[src/design/msdr_pkg.sv]
// shared types and constants of the stock-directory resolver
// no dependencies; imported by every module of the block
package msdr_pkg;

  localparam int LOC_W        = 16;
  localparam int LOCATE_SPACE = 1 << LOC_W;
  localparam int SYM_W        = 64;
  localparam int CAT_W        = 8;
  localparam int LOT_W        = 32;
  localparam int ATTR_W       = 2 * CAT_W + LOT_W + 1;
  localparam int SLOTS        = 6;
  localparam int SLOT_W       = 3;
  localparam int SYMTAB_DEPTH = 16384;
  localparam int SYMTAB_AW    = 14;
  localparam int FILL_W       = SYMTAB_AW + 1;
  localparam int IN_W         = LOC_W + SYM_W + 3 * CAT_W + LOT_W;
  localparam int STATUS_W     = 4;
  localparam int OUT_W        = 8;
  localparam int CFG_AW       = 3;
  localparam int CFG_W        = 64;

  localparam logic [7:0] PAD_BYTE  = 8'h20;
  localparam logic [7:0] TOP_PRINT = 8'h7e;
  localparam logic [7:0] CHAR_Y    = 8'h59;
  localparam logic [7:0] CHAR_N    = 8'h4e;

  localparam logic [CFG_AW-1:0] REG_COUNT = 3'd0;
  localparam logic [CFG_AW-1:0] REG_SYM0  = 3'd1;

  typedef enum logic [STATUS_W-1:0] {
    ST_NEW          = 4'd0,
    ST_REPEAT       = 4'd1,
    ST_SELECTED     = 4'd2,
    ST_RESERVED     = 4'd3,
    ST_BAD_SYM      = 4'd4,
    ST_BAD_FLAG     = 4'd5,
    ST_LOC_CONFLICT = 4'd6,
    ST_SYM_CONFLICT = 4'd7,
    ST_FULL         = 4'd8
  } status_t;

  typedef enum logic [2:0] {
    S_CLEAR, S_IDLE, S_LOC, S_RD, S_CMP, S_INS, S_DONE
  } state_t;

  typedef struct packed {
    logic capture;
    logic clr_step;
    logic scan_start;
    logic scan_rd;
    logic scan_next;
    logic scan_found;
    logic take_early;
    logic take_conflict;
    logic take_full;
    logic commit;
    logic emit;
  } cmd_t;

  typedef struct packed {
    logic clr_last;
    logic early_done;
    logic scan_end;
    logic scan_hit;
    logic scan_loc_eq;
    logic full_block;
    logic out_free;
  } stat_t;

endpackage

[src/design/msdr_ctrl.sv]
// controller state machine of the stock-directory resolver
// depends on msdr_pkg; drives msdr_datapath through cmd_t
module msdr_ctrl import msdr_pkg::*; (
  input  logic  clk,
  input  logic  rst_n,
  input  logic  in_tvalid,
  output logic  in_tready,
  input  stat_t stat,
  output cmd_t  cmd
);

  state_t state_r, state_nxt;

  always_ff @(posedge clk) begin
    if (!rst_n) begin
      state_r <= S_CLEAR;
    end else begin
      state_r <= state_nxt;
    end
  end

  always_comb begin
    state_nxt = state_r;
    unique case (state_r)
      S_CLEAR: if (stat.clr_last) state_nxt = S_IDLE;
      S_IDLE:  if (in_tvalid) state_nxt = S_LOC;
      S_LOC:   state_nxt = stat.early_done ? S_DONE : S_RD;
      S_RD:    state_nxt = stat.scan_end ? S_INS : S_CMP;
      S_CMP: begin
        if (stat.scan_hit) state_nxt = stat.scan_loc_eq ? S_INS : S_DONE;
        else state_nxt = S_RD;
      end
      S_INS:   state_nxt = S_DONE;
      S_DONE:  if (stat.out_free) state_nxt = S_IDLE;
      default: state_nxt = S_IDLE;
    endcase
  end

  always_comb begin
    cmd = '0;
    in_tready = 1'b0;
    unique case (state_r)
      S_CLEAR: cmd.clr_step = 1'b1;
      S_IDLE: begin
        in_tready = 1'b1;
        cmd.capture = in_tvalid;
      end
      S_LOC: begin
        cmd.take_early = stat.early_done;
        cmd.scan_start = !stat.early_done;
      end
      S_RD: cmd.scan_rd = !stat.scan_end;
      S_CMP: begin
        cmd.scan_found    = stat.scan_hit && stat.scan_loc_eq;
        cmd.take_conflict = stat.scan_hit && !stat.scan_loc_eq;
        cmd.scan_next     = !stat.scan_hit;
      end
      S_INS: begin
        cmd.take_full = stat.full_block;
        cmd.commit    = !stat.full_block;
      end
      S_DONE: cmd.emit = stat.out_free;
      default: ;
    endcase
  end

endmodule

[config.mk]
export PLATFORM = sky130hd
export DESIGN_NAME = msdr_ctrl
export DESIGN_NICKNAME = d
export VERILOG_FILES = /design/src/design/msdr_pkg.sv /design/src/design/msdr_ctrl.sv
export SDC_FILE = /design/constraint.sdc
export NUM_CORES = 1
export LEC_CHECK = 0
export ABC_AREA = 1
export BUFFER_PORTS_ARGS = -buffer_cell sky130_fd_sc_hd__buf_2
export CORE_AREA = 2 2 39 41
export CTS_CLUSTER_DIAMETER = 80
export CTS_CLUSTER_SIZE = 12
export DETAILED_ROUTE_END_ITERATION = 12
export DIE_AREA = 0 0 41 43
export GPL_TIMING_DRIVEN = 0
export SETUP_SLACK_MARGIN = 0.02
export SLEW_MARGIN = 10
export SYNTH_ARGS = -nofsm -noshare
export SYNTH_HDL_FRONTEND = slang
export SYNTH_SLANG_ARGS = --single-unit
[constraint.sdc]
create_clock -name clk -period 1.1 [get_ports clk]
set_input_delay 0.165 -clock clk [delete_from_list [all_inputs] [get_ports clk]]
set_output_delay 0.165 -clock clk [all_outputs]
set_load 0.03 [all_outputs]
# --- Word-level counts from Yosys, hierarchy flattened ---
# Index checks and enable logic that the tools add are counted.
totals:
  inputBits: 10
  out_inout_bits: 12
  register_bits: 3
  elab_cells: 37
classes:
  n_eq_ne: 9
  muxes: 18
  n_reduce_logical: 9
ops:
  columns: ["operator", "count"]
  rows:
  - ["case mux 3 bit (7 select lines)", 1]
  - ["2-to-1 mux 3 bit", 5]
  - ["equality test 3 bit (second input constant)", 3]
  - ["2-to-1 mux 1 bit", 9]
  - ["equality test 3 x 2 -> 1 bit (second input constant)", 2]
  - ["2-to-1 mux 2 bit", 3]
  - ["!= test 2 bit (second input constant)", 3]
  - ["logical NOT 1 bit", 5]
  - ["equality test 3 x 1 -> 1 bit (second input constant)", 1]
  - ["logical NOT 3 bit", 1]
  - ["AND reduction 3 bit", 1]
  - ["logical AND 1 bit", 2]

# --- Depth between registers and ports, before layout ---
# Gate-level depths: netlist (run 1).
logic_depth:
  ltp_word: 3
  ltp_mapped: 7
  ltp_nobuf: 7

# --- Least setup slack after synthesis (run 1) ---
# OpenSTA, ideal clock, no wires.
synth_path:
  path_kind: "flip-flop to output port"
  start: "register state_r[1]"
  end: "output port cmd[7] (netlist name)"
  path_slack_ns: -0.527
  required_ns: 0.935
  t_arrival_ns: 1.462
  path_stages_with_launch: 3
  n_path_buf: 0
  cell_sequence: "dfxtp_1 > inv_2 > nor4_1"
synth_lines:
  columns: ["item", "line", "source"]
  rows:
  - ["start: declaration", "msdr_ctrl.sv:12", "state_t state_r, state_nxt;"]
  - ["start signal: assignment", "msdr_ctrl.sv:18", "state_r <= state_nxt;"]
  - ["end: declaration", "msdr_ctrl.sv:9", "output cmd_t cmd"]

==> flow_metrics.py, run 1 <==
metrics = {
    "sta": {
        "min_period_over_period_pct": 121,
        "worst_slew_pin_slew_ns": 0.177,
        "fin_worst_skew_ns": 0.00312,
        "post-route-min-period_ns": 1.33,
        "layout_setup_ws_ns": -0.228,
        "maxSlewHeadroom_pct": 88.1,
        "fmax_ghz": 0.753,
        "setup_viol": 15,
        "rsz0062_at_grt": "true",
        "hold_viol_final": 0,
        "drv_slew": 0,
    },
    "cells_and_area": {
        "largest_register_ffs": 3,
        "final_util_pct": 52.7,
        "area_growth_pct": 127,
        "stdcell_count": 110,
        "fin_area_um2": 729,
        "top_regs": "state_r x3",
        "final_common_cell": "buf_4",
        "fin_nets": 105,
        "largest-register": "state_r",
        "final_cell_mix": "buf_4, buf_2, buf_6, nor2_4",
        "antenna_cells": 0,
        "drive_gt1_share_pct": 62.8,
    },
    "detailed_routing": {
        "ant_nets": 0,
        "viasPerCell": 4.69,
        "totalWireLength_um": 1100,
        "vias": 516,
        "drcViolationCount": 0,
        "dr.pass1.iters": 3,
        "drtIter0Drc": 12,
        "wl_per_cell_um": 10.0,
    },
    "global_route": {
        "use_met1_pct": 17.0,
        "use_met2_pct": 21.6,
        "grt_pass1_wl_um": 1670,
        "met3_usage_pct": 0,
        "antenna_found_initial": 0,
        "busiest_layer": "met2",
        "overflow": 0,
        "grt_use_total_pct": 13.2,
        "first_global_vias": 433,
        "grt_max_degree": 8,
    },
    "floorplan": {
        "row_count": 14,
        "die_x_um": 41,
        "ios": 22,
        "dieArea_mm2": 0.00176,
        "initial_core_util_pct": 23.2,
        "die_height_um": 43,
        "core_area_mm2": 0.00138,
    },
    "placed_design": {
        "dp_cells": 97,
        "post-dp-hpwl_um": 753,
        "place_ws_ns": -0.135,
        "place_area_um2": 507,
        "io_buffers": 21,
        "gp_congestion": 0.743,
    },
    "clock_network": {
        "worstSkewPairLatency_ns": 0.23,
        "cts_sinks": 3,
        "cts_tree": "yes",
        "cts-buffers-inserted": 3,
        "path_clk_slew_ns": 0.04,
        "cts_buffer_depth": 2,
        "clockRootBuffer": "clkbuf_4",
        "ctsHtreeMaxLevel": 1,
    },
    "run": {
        "cap_viol_max_count": 0,
    },
    "setup_path": {
        "critPathMaxFanout": 5,
        "worstSetupEndpointType": "primary output",
        "crit_arrival_ns": 1.16,
        "critPathRequiredTime_ns": 0.94,
        "path_class": "reg2out",
        "start_kind": "flip-flop",
    },
    "logic_synthesis": {
        "ys_ff_latch": 3,
        "ys_warn_count": 0,
        "synth_cell_types": 15,
        "netlist.top_cell.by_area": "dfxtp_1",
        "postSynthAreaPerCell_um2": 5.36,
        "netlist_area_um2": 322,
        "synthTopCellsByArea": "dfxtp_1, nor2_1, nand3_1",
        "synth.net_count": 70,
        "yosys.area.top_type_share_pct": 18.7,
        "netlist_instances": 60,
        "seq_area_frac_synth_pct": 18.7,
    },
    "min_path": {
        "min_path_type": "in2reg",
    },
    "pwr": {
        "p_leak_nw": 0.366,
        "ir_drop_mv": 0.879,
        "p_per_area_mw_per_mm2": 2390,
    },
    "outcome": {
        "violations": "setup timing",
        "status": "complete, but fails checks",
    },
}
==> power breakdown <==
| group | switching [mW] | internal (mW) |
|---|---|---|
| Combinational | 0.742 | 0.537 |
| Clock | 0.0577 | 0.136 |
| Sequential | 0.0990 | 0.175 |
==> through the flow <==
step           hold slack [ns]  setup TNS [ns]  power (mW)
4_1_cts                  0.143           -2.61        1.60
3_3_place_gp             0.386          -0.851        1.09
6_report                 0.147           -2.65        1.75
2_1_floorplan            0.263          -0.133       0.895
5_1_grt                  0.159           -3.50        1.87
3_5_place_dp             0.390          -0.877        1.09
==> metal layers <==
layer | up-vias | share of wire (%) | routed length (um)
met5 | - | 0 | 0
met4 | 0 | 1.5 | 17
met1 | 240 | 38 | 420
met2 | 14 | 56 | 622
li1 | 260 | - | -
met3 | 2 | 4.1 | 45
==> worst max-delay path, stage by stage (launching register included) <==
cell        delay (ns)
dfxtp_2           0.32
buf_6             0.13
clkinvlp_4        0.14
nor4_4            0.14
buf_4             0.19
==> Yosys cell counts (all sizes together) <==
library cell,count
nand3,11
nor3,1
nor2,16
buf,1
dfxtp,3
inv,11
o21ai,3
nor4,1
nand3b,1
nand4,2
nand2,10
==> cells by family (layout without fill, tap and decap cells) <==
logic type | count (synthesis) | in the layout | share of synthesized area, %
simple gates | 42 | 42 | 60.3
flops | 3 | 3 | 18.7
buf+inv | 12 | 46 | 16.3
compound gates | 3 | 3 | 4.67
==> layout make-up <==
| class | instances | area (um2) |
|---|---|---|
| Inverter | 11 | 47.5 |
| Sequential cell | 3 | 68.8 |
| Fill cell | 139 | 654 |
| Clock buffer | 4 | 26.3 |
| Tap cell | 16 | 20.0 |
| Timing Repair Buffer | 30 | 230 |
| Buffer | 1 | 11.3 |
| Multi-Input combinational cell | 45 | 325 |
==> timing repair <==
action,in CTS,in global routing
hold buffers,0,0
resized for setup,30,11
setup endpoints to repair,15,15
gates cloned,1,0
pin swaps,3,7
hold endpoints to repair,0,0
buffers inserted,5,3
==> final timing paths <==
| kind | start | to | slack (ns) | depth (start not counted) |
|---|---|---|---|---|
| max | state_r[0] | cmd[7] | -0.23 | 4 |
| min | rst_n | state_r[2] | 0.15 | 3 |
| max reg2reg | state_r[0] | state_r[0] | -0.17 | 7 |
| min reg2reg | state_r[1] | state_r[1] | 0.72 | 4 |
Note: power is estimated with default switching activity, not from simulation.
==> run 2, diff against run 1 <==
Settings changed: ABC_CLOCK_PERIOD_IN_PS set to 1100, TNS_END_PERCENT set to 20.
==> run 2 against run 1 <==
Compared with the run above:
- the run still ends with setup timing left
- cell count is 4.5% lower
- core utilization is 3.8 points lower
- critical path depth stayed put
- global-route usage is 1.1 points higher
- count of clock-buffer cells in the layout stayed put
- sequential share of layout area is 0.73 points higher
- clock skew is 0.00074 ns lower
- power is 8.4% lower
- critical endpoint unchanged
- largest cell class unchanged
==> flow_metrics.py, run 2 (synthesis gave the netlist of run 1 again) <==
metrics = {
    "placed_design": {
        "post-dp-hpwl_um": 783,
        "gp_congestion": 0.767,
        "place_area_um2": 500,
        "io_buffers": 21,
    },
    "cells_and_area": {
        "largest-register": "state_r",
        "largest_register_ffs": 3,
        "final_cell_mix": "buf_6, buf_2, nand3_1, inv_1, nand2_1",
        "fillCellCount": 147,
        "final_common_cell": "buf_6",
        "area_growth_pct": 111,
        "top_regs": "state_r x3",
        "fin_area_um2": 677,
        "antenna_cells": 0,
        "fin_nets": 100,
        "drive_gt1_share_pct": 59.6,
    },
    "setup_path": {
        "critPathRequiredTime_ns": 0.94,
        "path_class": "reg2out",
        "crit_arrival_ns": 1.16,
        "critPathMaxFanout": 5,
        "worstSetupEndpointType": "primary output",
        "start_kind": "flip-flop",
    },
    "run": {
        "cap_viol_max_count": 0,
    },
    "clock_network": {
        "clockRootBuffer": "clkbuf_4",
        "path_clk_slew_ns": 0.04,
        "cts_sinks": 3,
        "worstSkewPairLatency_ns": 0.23,
        "ctsHtreeMaxLevel": 1,
        "ctsHoldBuffers": 0,
        "cts_tree": "yes",
        "cts_buffer_depth": 2,
        "cts-buffers-inserted": 3,
    },
    "global_route": {
        "grt_use_total_pct": 14.3,
        "first_global_vias": 456,
        "grt_pass1_wl_um": 1770,
        "overflow": 0,
        "grt_max_degree": 8,
        "antenna_found_initial": 0,
    },
    "sta": {
        "layout_setup_ws_ns": -0.221,
        "setup_viol": 15,
        "worst_slew_pin_slew_ns": 0.205,
        "post-route-min-period_ns": 1.32,
        "maxSlewHeadroom_pct": 86.2,
        "finalSetupTns_ns": -2.46,
        "drv_slew": 0,
        "rsz0062_at_grt": "true",
        "hold_viol_final": 0,
        "min_period_over_period_pct": 120,
        "fmax_ghz": 0.757,
        "fin_worst_skew_ns": 0.00238,
    },
    "detailed_routing": {
        "drcViolationCount": 0,
        "vias": 491,
        "dr.pass1.iters": 4,
        "wl_per_cell_um": 10.5,
        "totalWireLength_um": 1100,
        "ant_nets": 0,
        "viasPerCell": 4.68,
        "drtIter0Drc": 6,
    },
    "pwr": {
        "power_mw": 1.60,
        "clkPwrFrac_pct": 12.1,
        "p_sw_share_pct": 53.1,
        "ir_drop_mv": 1.01,
        "p_int_uw": 750,
        "p_per_area_mw_per_mm2": 2360,
        "p_seq_share_pct": 18.0,
        "p_switching_uw": 850,
        "pwr-share-comb_pct": 69.9,
        "p_leak_nw": 0.345,
    },
    "min_path": {
        "min_path_type": "in2reg",
    },
    "floorplan": {
        "die_height_um": 43,
        "initial_core_util_pct": 23.2,
        "row_count": 14,
        "core_area_mm2": 0.00138,
        "dieArea_mm2": 0.00176,
        "die_x_um": 41,
        "ios": 22,
    },
    "outcome": {
        "status": "complete, but fails checks",
        "violations": "setup timing",
    },
}
==> run 2: cell types whose count changed in the layout (fill, tap and decap cells not counted), sizes merged <==
cell / previous run / this run
buf: 31 / 26
==> run 2: through the flow <==
stage | setup slack [ns] | hold slack (ns) | instances | util, %
after floorplan | -0.0717 | 0.263 | 60 | -
after global routing | -0.291 | 0.173 | 105 | 48.9
after global placement | -0.251 | 0.385 | 97 | 36.2
after CTS | -0.234 | 0.144 | 105 | 47.8
final | -0.221 | 0.148 | 105 | 48.9
after detailed placement | -0.281 | 0.391 | 97 | 36.2
==> run 2: final timing paths <==
| path | to | from | slack [ns] | cells after the start |
|---|---|---|---|---|
| worst max-delay path | cmd[7] | state_r[0] | -0.22 | 4 |
| worst min-delay path | state_r[2] | rst_n | 0.15 | 3 |
| worst max register to register | state_r[0] | state_r[0] | -0.17 | 7 |
| worst min register to register | state_r[2] | state_r[2] | 0.76 | 5 |
==> run 2: timing repair <==
item	in CTS	in global routing
endpoints found under the setup margin	15	15
pin swaps	2	3
setup buffers	3	0
resized for setup	37	4
cloned	1	0
==> run 2: critical path, cell delays in order (launching register included) <==
cell and delay, ns:
dfxtp_2 0.33, buf_6 0.14, clkinvlp_4 0.13, nor4_4 0.16, buf_6 0.16
==> run 2: layer usage <==
layer	wire length (um)	up-vias	track usage [%]
li1	-	252	-
met1	453	224	17.4
met2	586	15	23.8
met3	61	0	1.57
met4	0	0	6.00
met5	0	-	0
==> run 2: area by class of cell <==
| type | instances | area, um2 | area share [%] |
|---|---|---|---|
| Tap cell | 16 | 20.0 | 2.96 |
| Timing Repair Buffer | 25 | 200 | 29.6 |
| Inverter | 11 | 52.6 | 7.76 |
| Buffer | 1 | 11.3 | 1.66 |
| Multi-Input combinational cell | 45 | 298 | 44.0 |
| Clock buffer | 4 | 26.3 | 3.88 |
| Sequential cell | 3 | 68.8 | 10.2 |
==> run 2: power groups by stage <==
stage               clock, mW  sequential [mW]  combinational (mW)
finish                  0.194            0.287                1.12
global route            0.211            0.295                1.22
CTS                     0.206            0.281                1.09
detailed placement          0            0.228               0.853
global placement            0            0.225               0.847
floorplan                   0            0.212               0.671
